`src/sv/polled_motor_link_master_top_assert.svh`:
```
// Assertion macros shared by the link master modules.
// Needs nothing else; define ASSERT_OFF to compile the checks out.
`ifndef POLLED_MOTOR_LINK_MASTER_TOP_ASSERT_SVH
`define POLLED_MOTOR_LINK_MASTER_TOP_ASSERT_SVH

`ifndef ASSERT_OFF
// Property must hold on every clock edge outside reset.
`define PMLM_ASSERT(lbl, clk, rst, prop) \
   lbl: assert property (@(posedge clk) disable iff (rst) (prop)) \
      else $error("pmlm assertion failed");
// Expression must never be true outside reset.
`define PMLM_ASSERT_NEVER(lbl, clk, rst, expr) \
   lbl: assert property (@(posedge clk) disable iff (rst) !(expr)) \
      else $error("pmlm forbidden condition");
`else
`define PMLM_ASSERT(lbl, clk, rst, prop)
`define PMLM_ASSERT_NEVER(lbl, clk, rst, expr)
`endif

`endif

```
`src/sv/pmlm_pkg.sv`:
```
// Shared types and constants of the polled motor link master.
// No dependencies.
package pmlm_pkg;

   // Poll configuration
   localparam int NUM_DRIVERS  = 5;
   localparam int SLOT_W       = (NUM_DRIVERS > 1) ? $clog2(NUM_DRIVERS) : 1;
   localparam int SPEED_INPUTS = 5;

   // Port field widths
   localparam int ACTION_W       = 2;
   localparam int BYTE_W         = 8;
   localparam int SPEED_W        = 16;
   localparam int REPORT_SLOT_W  = 3;
   localparam int REPORT_SPEED_W = 18;

   // Link characters
   localparam logic [7:0] CH_OPEN    = 8'h3C;  // '<'
   localparam logic [7:0] CH_CLOSE   = 8'h3E;  // '>'
   localparam logic [7:0] CH_DATA    = 8'h64;  // 'd'
   localparam logic [7:0] CH_SET     = 8'h73;  // 's'
   localparam logic [7:0] CH_ONE     = 8'h31;  // '1'
   localparam logic [7:0] CH_ID_LAST = 8'(8'h31 + NUM_DRIVERS - 1);

   // Reply parser positions
   localparam logic [3:0] RX_START = 4'd0;
   localparam logic [3:0] RX_ID    = 4'd1;
   localparam logic [3:0] RX_KIND  = 4'd2;
   localparam logic [3:0] RX_DATA0 = 4'd3;
   localparam logic [3:0] RX_DATA3 = 4'd6;
   localparam logic [3:0] RX_END   = 4'd7;
   localparam logic [3:0] RX_FULL  = 4'd8;

   // Command frame positions
   localparam logic [2:0] POS_OPEN  = 3'd0;
   localparam logic [2:0] POS_ID    = 3'd1;
   localparam logic [2:0] POS_KIND  = 3'd2;
   localparam logic [2:0] POS_DATA0 = 3'd3;
   localparam logic [2:0] POS_CLOSE = 3'd7;

   // Reported speed scale: ((v >> 8) * 1000) >> 16
   localparam logic signed [10:0] RPT_SCALE = 11'sd1000;

   // Command payload: floor(|s| * 65536 / 1000) = (|s| * CMD_RECIP) >> 22,
   // exact for |s| <= 32768 (reciprocal error 7 / 2^35).
   localparam logic [28:0] CMD_RECIP       = 29'd274877907;
   localparam int          CMD_RECIP_SHIFT = 22;
   localparam int          CMD_MAG_W       = 22;

   // Job queue
   localparam int QUEUE_DEPTH = 4;
   localparam int QPTR_W      = $clog2(QUEUE_DEPTH);
   localparam int QCNT_W      = $clog2(QUEUE_DEPTH + 1);

   typedef enum logic [ACTION_W-1:0] {
      ACT_BYTE = 2'd0,
      ACT_SET  = 2'd1,
      ACT_TICK = 2'd2
   } action_type;

   // One tick's work for the back end
   typedef struct packed {
      logic                             send;
      logic                             rep;
      logic                             done;
      logic [SLOT_W-1:0]                rep_slot;
      logic signed [REPORT_SPEED_W-1:0] rep_speed;
      logic [SLOT_W-1:0]                tx_slot;
      logic signed [SPEED_W-1:0]        speed;
   } job_type;

endpackage

```
`src/sv/pmlm_queue.sv`:
```
// Short job queue between the front and back ends.
// Depends on pmlm_pkg.
`include "polled_motor_link_master_top_assert.svh"

module pmlm_queue (
   input  logic              clock,
   input  logic              reset,
   input  logic              push,
   input  pmlm_pkg::job_type push_job,
   output logic              full,
   input  logic              pop,
   output logic              avail,
   output pmlm_pkg::job_type head_job
);
   import pmlm_pkg::*;

   job_type             slot_ff [QUEUE_DEPTH];
   logic [QPTR_W-1:0]   wr_ptr_ff, wr_ptr_in;
   logic [QPTR_W-1:0]   rd_ptr_ff, rd_ptr_in;
   logic [QCNT_W-1:0]   count_ff, count_in;

   assign full     = (count_ff == QCNT_W'(QUEUE_DEPTH));
   assign avail    = (count_ff != '0);
   assign head_job = slot_ff[rd_ptr_ff];

   // Pointer and fill count update
   always_comb begin
      wr_ptr_in = push ? QPTR_W'(wr_ptr_ff + 1'b1) : wr_ptr_ff;
      rd_ptr_in = pop  ? QPTR_W'(rd_ptr_ff + 1'b1) : rd_ptr_ff;
      count_in  = count_ff;
      if (push && !pop) begin
         count_in = QCNT_W'(count_ff + 1'b1);
      end else if (pop && !push) begin
         count_in = QCNT_W'(count_ff - 1'b1);
      end
   end

   always_ff @(posedge clock) begin
      if (reset) begin
         wr_ptr_ff <= '0;
         rd_ptr_ff <= '0;
         count_ff  <= '0;
      end else begin
         wr_ptr_ff <= wr_ptr_in;
         rd_ptr_ff <= rd_ptr_in;
         count_ff  <= count_in;
      end
   end

   // Entry storage
   always_ff @(posedge clock) begin
      if (push) begin
         slot_ff[wr_ptr_ff] <= push_job;
      end
   end

   `PMLM_ASSERT(a_count_bound, clock, reset, count_ff <= QCNT_W'(QUEUE_DEPTH))
   `PMLM_ASSERT_NEVER(a_no_overflow, clock, reset, push && full)
   `PMLM_ASSERT_NEVER(a_no_underflow, clock, reset, pop && !avail)

endmodule

```
`src/sv/pmlm_front.sv`:
```
// Front end: reply parser, target speeds, poll sequencing and reply decode.
// Depends on pmlm_pkg; hands one job per productive tick to the queue.
module pmlm_front (
   input  logic                                  clock,
   input  logic                                  reset,
   input  logic                                  req_valid,
   output logic                                  req_ready,
   input  logic [pmlm_pkg::ACTION_W-1:0]         req_action,
   input  logic [pmlm_pkg::BYTE_W-1:0]           req_rx_byte,
   input  logic signed [pmlm_pkg::SPEED_W-1:0]   req_speed_1,
   input  logic signed [pmlm_pkg::SPEED_W-1:0]   req_speed_2,
   input  logic signed [pmlm_pkg::SPEED_W-1:0]   req_speed_3,
   input  logic signed [pmlm_pkg::SPEED_W-1:0]   req_speed_4,
   input  logic signed [pmlm_pkg::SPEED_W-1:0]   req_speed_5,
   input  logic                                  queue_full,
   output logic                                  push,
   output pmlm_pkg::job_type                     push_job
);
   import pmlm_pkg::*;

   localparam logic [SLOT_W-1:0] LAST_SLOT = SLOT_W'(NUM_DRIVERS - 1);

   logic [3:0]              rx_count_ff, rx_count_in;
   logic [7:0]              rx_id_ff;
   logic [31:0]             rx_data_ff;
   logic [SLOT_W-1:0]       poll_ff, poll_in;
   logic                    round_ff, round_in;
   logic                    pend_ff, pend_in;
   logic signed [SPEED_W-1:0] target_ff [NUM_DRIVERS];
   logic signed [SPEED_W-1:0] speed_by_slot [SPEED_INPUTS];

   logic                    accept;
   logic                    set_en, id_we, data_we;
   logic [1:0]              data_lane;
   logic                    id_match, tick_rep, tick_done, tick_send;
   logic signed [23:0]      reply_val;
   logic signed [33:0]      reply_prod;

   assign req_ready = !queue_full;
   assign accept    = req_valid && req_ready;
   assign data_lane = 2'(rx_count_ff - RX_DATA0);
   assign id_match  = (rx_id_ff == 8'(CH_ONE + 8'(poll_ff)));

   // Input speed fields by driver slot
   assign speed_by_slot[0] = req_speed_3;
   assign speed_by_slot[1] = req_speed_1;
   assign speed_by_slot[2] = req_speed_2;
   assign speed_by_slot[3] = req_speed_4;
   assign speed_by_slot[4] = req_speed_5;

   // Reply decode: floor((v >> 8) * 1000 / 65536)
   assign reply_val  = $signed(rx_data_ff[31:8]);
   assign reply_prod = 34'(reply_val) * 34'(RPT_SCALE);

   // Action decode, parser and poll sequencing
   always_comb begin
      rx_count_in = rx_count_ff;
      poll_in     = poll_ff;
      round_in    = round_ff;
      pend_in     = pend_ff;
      set_en      = 1'b0;
      id_we       = 1'b0;
      data_we     = 1'b0;
      tick_rep    = 1'b0;
      tick_done   = 1'b0;
      tick_send   = 1'b0;
      push        = 1'b0;
      if (accept) begin
         unique case (req_action)
            ACT_BYTE: begin
               unique case (rx_count_ff)
                  RX_START: rx_count_in = (req_rx_byte == CH_OPEN) ? RX_ID : RX_START;
                  RX_ID: begin
                     if (req_rx_byte >= CH_ONE && req_rx_byte <= CH_ID_LAST) begin
                        id_we       = 1'b1;
                        rx_count_in = RX_KIND;
                     end else begin
                        rx_count_in = RX_START;
                     end
                  end
                  RX_KIND: rx_count_in = (req_rx_byte == CH_DATA) ? RX_DATA0 : RX_START;
                  RX_END:  rx_count_in = (req_rx_byte == CH_CLOSE) ? RX_FULL : RX_START;
                  RX_FULL: rx_count_in = RX_FULL;
                  default: begin
                     data_we     = (rx_count_ff >= RX_DATA0) && (rx_count_ff <= RX_DATA3);
                     rx_count_in = 4'(rx_count_ff + 1'b1);
                  end
               endcase
            end
            ACT_SET: begin
               set_en   = 1'b1;
               round_in = 1'b1;
               pend_in  = 1'b1;
            end
            ACT_TICK: begin
               if (rx_count_ff == RX_FULL) begin
                  tick_rep    = id_match;
                  rx_count_in = RX_START;
                  if (id_match) begin
                     if (poll_ff == LAST_SLOT) begin
                        round_in = 1'b0;
                     end else begin
                        pend_in = 1'b1;
                     end
                  end
                  if (poll_ff == LAST_SLOT) begin
                     poll_in   = '0;
                     tick_done = 1'b1;
                  end else begin
                     poll_in = SLOT_W'(poll_ff + 1'b1);
                  end
               end
               tick_send = pend_in && round_in;
               pend_in   = 1'b0;
               push      = tick_send || tick_rep || tick_done;
            end
            default: ;
         endcase
      end
   end

   // Job handed to the back end
   always_comb begin
      push_job.send      = tick_send;
      push_job.rep       = tick_rep;
      push_job.done      = tick_done;
      push_job.rep_slot  = poll_ff;
      push_job.rep_speed = reply_prod[33:16];
      push_job.tx_slot   = poll_in;
      push_job.speed     = target_ff[poll_in];
   end

   // Control state
   always_ff @(posedge clock) begin
      if (reset) begin
         rx_count_ff <= RX_START;
         poll_ff     <= '0;
         round_ff    <= 1'b0;
         pend_ff     <= 1'b0;
      end else begin
         rx_count_ff <= rx_count_in;
         poll_ff     <= poll_in;
         round_ff    <= round_in;
         pend_ff     <= pend_in;
      end
   end

   // Reply holding registers
   always_ff @(posedge clock) begin
      if (id_we) begin
         rx_id_ff <= req_rx_byte;
      end
      if (data_we) begin
         rx_data_ff[8*data_lane +: 8] <= req_rx_byte;
      end
   end

   // Target speeds; slots without an input field stay zero
   for (genvar g = 0; g < NUM_DRIVERS; g++) begin : g_target
      always_ff @(posedge clock) begin
         if (reset) begin
            target_ff[g] <= '0;
         end else if (set_en && (g < SPEED_INPUTS)) begin
            target_ff[g] <= speed_by_slot[(g < SPEED_INPUTS) ? g : 0];
         end
      end
   end

endmodule

```
`src/sv/pmlm_back.sv`:
```
// Back end: builds command payloads and serializes result transfers.
// Depends on pmlm_pkg; takes jobs from pmlm_queue.
`include "polled_motor_link_master_top_assert.svh"

module pmlm_back (
   input  logic                                         clock,
   input  logic                                         reset,
   input  logic                                         job_avail,
   input  pmlm_pkg::job_type                            head_job,
   output logic                                         pop,
   output logic                                         rsp_valid,
   input  logic                                         rsp_ready,
   output logic                                         rsp_tx_valid,
   output logic [pmlm_pkg::BYTE_W-1:0]                  rsp_tx_byte,
   output logic                                         rsp_frame_end,
   output logic                                         rsp_report_valid,
   output logic [pmlm_pkg::REPORT_SLOT_W-1:0]           rsp_report_slot,
   output logic signed [pmlm_pkg::REPORT_SPEED_W-1:0]   rsp_report_speed,
   output logic                                         rsp_round_done
);
   import pmlm_pkg::*;

   logic                              act_ff, act_in;
   logic [2:0]                        cnt_ff, cnt_in;
   logic                              send_ff, rep_ff, done_ff;
   logic [SLOT_W-1:0]                 rep_slot_ff, tx_slot_ff;
   logic signed [REPORT_SPEED_W-1:0]  rep_speed_ff;
   logic [31:0]                       qword_ff;

   logic                              last, first, xfer;
   logic [SPEED_W-1:0]                cmd_abs;
   logic [44:0]                       cmd_prod;
   logic [31:0]                       cmd_mag, cmd_word;
   logic [1:0]                        q_lane;
   logic [7:0]                        frame_byte;

   assign xfer  = rsp_valid && rsp_ready;
   assign first = (cnt_ff == POS_OPEN);
   assign last  = send_ff ? (cnt_ff == POS_CLOSE) : 1'b1;
   assign pop   = job_avail && (!act_ff || (xfer && last));

   // Command payload: trunc(s * 65536 / 1000) * 256, two's complement
   assign cmd_abs  = head_job.speed[SPEED_W-1] ? SPEED_W'(-head_job.speed)
                                                : SPEED_W'(head_job.speed);
   assign cmd_prod = 45'(cmd_abs) * 45'(CMD_RECIP);
   assign cmd_mag  = {2'b00, cmd_prod[CMD_RECIP_SHIFT +: CMD_MAG_W], 8'h00};
   assign cmd_word = head_job.speed[SPEED_W-1] ? 32'(-cmd_mag) : cmd_mag;

   // Sequencer for the current job
   always_comb begin
      act_in = act_ff;
      cnt_in = cnt_ff;
      if (pop) begin
         act_in = 1'b1;
         cnt_in = POS_OPEN;
      end else if (xfer) begin
         if (last) begin
            act_in = 1'b0;
            cnt_in = POS_OPEN;
         end else begin
            cnt_in = 3'(cnt_ff + 1'b1);
         end
      end
   end

   always_ff @(posedge clock) begin
      if (reset) begin
         act_ff <= 1'b0;
         cnt_ff <= POS_OPEN;
      end else begin
         act_ff <= act_in;
         cnt_ff <= cnt_in;
      end
   end

   // Job payload registers
   always_ff @(posedge clock) begin
      if (pop) begin
         send_ff      <= head_job.send;
         rep_ff       <= head_job.rep;
         done_ff      <= head_job.done;
         rep_slot_ff  <= head_job.rep_slot;
         rep_speed_ff <= head_job.rep_speed;
         tx_slot_ff   <= head_job.tx_slot;
         qword_ff     <= cmd_word;
      end
   end

   // Frame byte select
   assign q_lane = 2'(cnt_ff - POS_DATA0);
   always_comb begin
      case (cnt_ff)
         POS_OPEN:  frame_byte = CH_OPEN;
         POS_ID:    frame_byte = 8'(CH_ONE + 8'(tx_slot_ff));
         POS_KIND:  frame_byte = CH_SET;
         POS_CLOSE: frame_byte = CH_CLOSE;
         default:   frame_byte = qword_ff[8*q_lane +: 8];
      endcase
   end

   // Result transfer fields
   assign rsp_valid        = act_ff;
   assign rsp_tx_valid     = send_ff;
   assign rsp_tx_byte      = send_ff ? frame_byte : '0;
   assign rsp_frame_end    = last;
   assign rsp_report_valid = first && rep_ff;
   assign rsp_report_slot  = (first && rep_ff) ? REPORT_SLOT_W'(rep_slot_ff) : '0;
   assign rsp_report_speed = (first && rep_ff) ? rep_speed_ff : '0;
   assign rsp_round_done   = first && done_ff;

   `PMLM_ASSERT(a_idle_at_start, clock, reset, !act_ff |-> (cnt_ff == POS_OPEN))
   `PMLM_ASSERT(a_single_no_send, clock, reset, (act_ff && !send_ff) |-> (cnt_ff == POS_OPEN))
   `PMLM_ASSERT(a_frame_continues, clock, reset, (xfer && !last) |=> (act_ff && cnt_ff != POS_OPEN))

endmodule

```
`src/sv/polled_motor_link_master_top.sv`:
```
// Top level of the polled motor link master.
// Depends on pmlm_pkg, pmlm_front, pmlm_queue and pmlm_back.
//
//   Channel  Handshake             Payload
//   req      req_valid/req_ready   action, rx_byte, speed_1..speed_5
//   rsp      rsp_valid/rsp_ready   tx_valid, tx_byte, frame_end, report_*, round_done
//
// One request transfer per cycle while the job queue (4 entries) has room.
// A productive tick gives one result transfer (report or round end only) or
// eight (command frame), one per cycle unless rsp_ready stalls; the back end's
// byte serializer sets the sustained rate when frames are sent back to back.
// Reset is synchronous; it clears the parser, poll state, targets and queue.
// A stalled rsp side holds the back end; the front keeps taking bytes, set
// actions and ticks until the queue is full.
module polled_motor_link_master_top (
   input  logic                                         clock,
   input  logic                                         reset,
   input  logic                                         req_valid,
   output logic                                         req_ready,
   input  logic [pmlm_pkg::ACTION_W-1:0]                req_action,
   input  logic [pmlm_pkg::BYTE_W-1:0]                  req_rx_byte,
   input  logic signed [pmlm_pkg::SPEED_W-1:0]          req_speed_1,
   input  logic signed [pmlm_pkg::SPEED_W-1:0]          req_speed_2,
   input  logic signed [pmlm_pkg::SPEED_W-1:0]          req_speed_3,
   input  logic signed [pmlm_pkg::SPEED_W-1:0]          req_speed_4,
   input  logic signed [pmlm_pkg::SPEED_W-1:0]          req_speed_5,
   output logic                                         rsp_valid,
   input  logic                                         rsp_ready,
   output logic                                         rsp_tx_valid,
   output logic [pmlm_pkg::BYTE_W-1:0]                  rsp_tx_byte,
   output logic                                         rsp_frame_end,
   output logic                                         rsp_report_valid,
   output logic [pmlm_pkg::REPORT_SLOT_W-1:0]           rsp_report_slot,
   output logic signed [pmlm_pkg::REPORT_SPEED_W-1:0]   rsp_report_speed,
   output logic                                         rsp_round_done
);
   import pmlm_pkg::*;

   logic    push, queue_full, pop, job_avail;
   job_type push_job, head_job;

   pmlm_front u_front (
      .clock       (clock),
      .reset       (reset),
      .req_valid   (req_valid),
      .req_ready   (req_ready),
      .req_action  (req_action),
      .req_rx_byte (req_rx_byte),
      .req_speed_1 (req_speed_1),
      .req_speed_2 (req_speed_2),
      .req_speed_3 (req_speed_3),
      .req_speed_4 (req_speed_4),
      .req_speed_5 (req_speed_5),
      .queue_full  (queue_full),
      .push        (push),
      .push_job    (push_job)
   );

   pmlm_queue u_queue (
      .clock    (clock),
      .reset    (reset),
      .push     (push),
      .push_job (push_job),
      .full     (queue_full),
      .pop      (pop),
      .avail    (job_avail),
      .head_job (head_job)
   );

   pmlm_back u_back (
      .clock            (clock),
      .reset            (reset),
      .job_avail        (job_avail),
      .head_job         (head_job),
      .pop              (pop),
      .rsp_valid        (rsp_valid),
      .rsp_ready        (rsp_ready),
      .rsp_tx_valid     (rsp_tx_valid),
      .rsp_tx_byte      (rsp_tx_byte),
      .rsp_frame_end    (rsp_frame_end),
      .rsp_report_valid (rsp_report_valid),
      .rsp_report_slot  (rsp_report_slot),
      .rsp_report_speed (rsp_report_speed),
      .rsp_round_done   (rsp_round_done)
   );

endmodule

```
`config.mk`:
```
export PLATFORM = sky130hd
export DESIGN_NAME = polled_motor_link_master_top
export DESIGN_NICKNAME = d
export VERILOG_FILES = /design/src/sv/pmlm_pkg.sv /design/src/sv/pmlm_queue.sv /design/src/sv/pmlm_front.sv /design/src/sv/pmlm_back.sv /design/src/sv/polled_motor_link_master_top.sv
export VERILOG_INCLUDE_DIRS = /design/src /design/src/sv
export SDC_FILE = /design/constraint.sdc
export NUM_CORES = 1
export LEC_CHECK = 0
export ABC_AREA = 0
export BUFFER_PORTS_ARGS = -buffer_cell sky130_fd_sc_hd__buf_2
export CAP_MARGIN = 20
export CELL_PAD_IN_SITES_DETAIL_PLACEMENT = 1
export CELL_PAD_IN_SITES_GLOBAL_PLACEMENT = 2
export CORE_MARGIN = 5
export CORE_UTILIZATION = 35
export CTS_CLUSTER_DIAMETER = 60
export DETAILED_ROUTE_END_ITERATION = 6
export GPL_TIMING_DRIVEN = 0
export PLACE_DENSITY = 0.78
export SLEW_MARGIN = 30
export SYNTH_ARGS = -nofsm -noshare
export SYNTH_HDL_FRONTEND = slang
export SYNTH_SLANG_ARGS = --single-unit
```
`constraint.sdc`:
```
create_clock -name clock -period 21.4 [get_ports clock]
set_clock_uncertainty 0.05 [all_clocks]
set_input_delay 3.21 -clock clock [delete_from_list [all_inputs] [get_ports clock]]
set_output_delay 3.21 -clock clock [all_outputs]
set_load 0.02 [all_outputs]
```
==> metrics.txt <==
status=complete, no violations; gr busiest metal=met2; Max Cap Viol=0; CP max stage delay=0.77 ns; CTS buffer count=41; initial antenna violation count=2; Slew Limit Headroom=37.70%; ys flop type=edfxtp_1; Row Count=99; period utilization=51.35%; largest area contributor in the netlist=edfxtp_1; register area share after synthesis=40.93%; Synth area leaders=edfxtp_1, fa_1, ha_1; 1st-pass router iterations=5; global-route wire length before repair=106200 µm; Max Slew Vio Count=0; Final Routed Wirelength=66130 µm; post_cts resized=0; CP required=21.65 ns; ys async rst share=0%; Hold Vio Cnt, Final=0; Synth Cell Area=25650 µm²; critical path start-end classification=flip-flop to flip-flop; clk root buf=clkbuf_16; met2 Usage GRT=29.82%; number of warning messages in the yosys log=0; die width=280.7 µm; HP Class=flip-flop to flip-flop; leading cell types in the layout, fill and taps excluded=edfxtp_1, inv_1, ha_1; # IOs=129; met1 usage=23.30%; startpoint type of the worst setup path=flip-flop; GPL Wtd Cong=0.8777; DRT iter0 DRCs=867; share of the synthesized area in the top cell type=39.21%; CTS max path bufs=3; NumNets Final=2879; setup TNS=0 ns; Worst Tran Pin Value=0.9273 ns; GRT Residual Overflow=0; drt wl/cell=20.10 µm; syn avg cell area=12.16 µm²; Syn Nets=2693; Final HPWL DP=53830 µm; Die Span Y=280.7 µm; Seq cells post-synth=357; minimum clock period=10.99 ns; worst-path maximum fanout=12; core area=72830 µm²; largest net degree at the start of global routing=55; Clk Latency, worst-skew pair=0.59 ns; DR vias=16320; clk slew on worst S/H paths=0.06 ns; Area Overhead vs Synth=14.36%; IO Port Bufs=128; Crit. End Element=flip-flop; Initial Util=35.22%; Post-synth EDFFs=335; hold buffers post-CTS=0; vias in the first global route=18470; H-Tree Level Count=2; met3 Track Usage GR=1.645%; crit-path most repeated cell=fa_1; RSZ-0062 raised after global routing=no; signal arrival time at the worst endpoint=11.24 ns; DR vias/cell=4.959; Residual DRC=0; overall global routing resource usage=17.16%; Post-DRT Antenna Nets=0; # setup viols final=0; Crit-path slowest cell=mux4_2; Netlist cell types=74; gate count after technology mapping=2110; die area=78810 µm²; Num Clock Sinks=357; Setup Buffers After CTS=0; fmax=91.01 MHz; CTS tree=yes; most common cell after layout, fill and taps aside=edfxtp_1; share of cells above drive strength 1=12.32%
-- cell usage after synthesis (all sizes together) (14+ instances only) --
library cell	n
fa	214
and2	116
mux4	43
xor2	29
o21a	18
inv	276
nand2	157
xnor2	53
nand3	39
nor3	31
a31oi	18
edfxtp	335
nand2b	15
dfxtp	22
nor2	98
nand4	14
a21oi	70
ha	275
clkbuf	43
o21ai	79
-- logic make-up after synthesis --
logic type,count (synthesis),synth area share (%)
xor gates and xnor gates,82,2.829
and+or+nand+nor,539,10.64
AOI/OAI and AO/OA,257,6.204
adders and majority gates,489,30.11
muxes,59,4.463
buffers and inverters,327,4.824
DFF,357,40.93
-- flip-flops by register name (all words and copies together) (netlist names), named ones only --
| register | count |
|---|---|
| u_queue.slot_ff | 172 |
| u_front.rx_data_ff | 24 |
| u_back.rsp_valid | 1 |
| u_back.done_ff | 1 |
| u_queue.rd_ptr_ff | 2 |
| u_queue.wr_ptr_ff | 2 |
| u_back.tx_slot_ff | 3 |
| u_back.rep_ff | 1 |
| u_back.rep_speed_ff | 18 |
| u_front.round_ff | 1 |
| u_front.rx_count_ff | 4 |
| u_front.target_ff | 80 |
| u_back.rsp_tx_valid | 1 |
| u_front.rx_id_ff | 8 |
| u_back.qword_ff | 24 |
| u_back.cnt_ff | 3 |
| u_front.poll_ff | 3 |
| u_back.rep_slot_ff | 3 |
| u_queue.count_ff | 3 |
| u_front.pend_ff | 1 |
-- per-stage QoR --
stage	util, %	std cells	hold WS (ns)	worst slack, ns	area [µm²]
finish	40.28	3290	0.4229	10.41	29340
global route	40.28	3290	0.4594	9.729	29340
CTS	40.26	3288	0.4275	10.29	29320
detailed placement	38.41	3212	0.4198	10.39	27980
global placement	37.75	3197	0.3892	10.13	27490
floorplan	-	2110	0.3832	12.30	25650
-- worst paths after layout --
path              startpoint                  end  slack [ns]  cells after the start
min          u_front.pend_ff      u_front.pend_ff        0.42                      2
min reg2reg  u_front.pend_ff      u_front.pend_ff        0.42                      2
max                flip-flop  u_back.qword_ff[25]       10.41                     32
max reg2reg        flip-flop  u_back.qword_ff[25]       10.41                     32
-- routing by layer --
layer  wire (µm)  vias to the layer above
met5           0                        -
met4        1531                        0
met3        1745                       78
met2       32840                      265
met1       30020                     8255
li1            -                     7717
-- area by class of cell --
cell class	instances	area [µm²]
Antenna cell	2	5.005
Inverter	276	1036
Timing Repair Buffer	143	983.4
Clock buffer	57	1106
Buffer	51	201.4
Multi-Input combinational cell	1426	14070
Sequential cell	357	10500
Tap cell	959	1200
Fill cell	7797	43500
Clock inverter	19	236.5
-- worst max-delay path, delay by kind of cell, from the launching register on --
kind | cells | cell delay [ns]
adders and majority gates | 8 | 3.55
and+or+nand+nor | 9 | 2.36
buffers and inverters | 7 | 1.41
xor gates and xnor gates | 3 | 1.21
AOI/OAI and AO/OA | 4 | 1.03
muxes | 1 | 0.77
DFF | 1 | 0.32
Power is not shown: default switching activity piles up to over one toggle a cycle in this logic, so the estimate is an artifact.
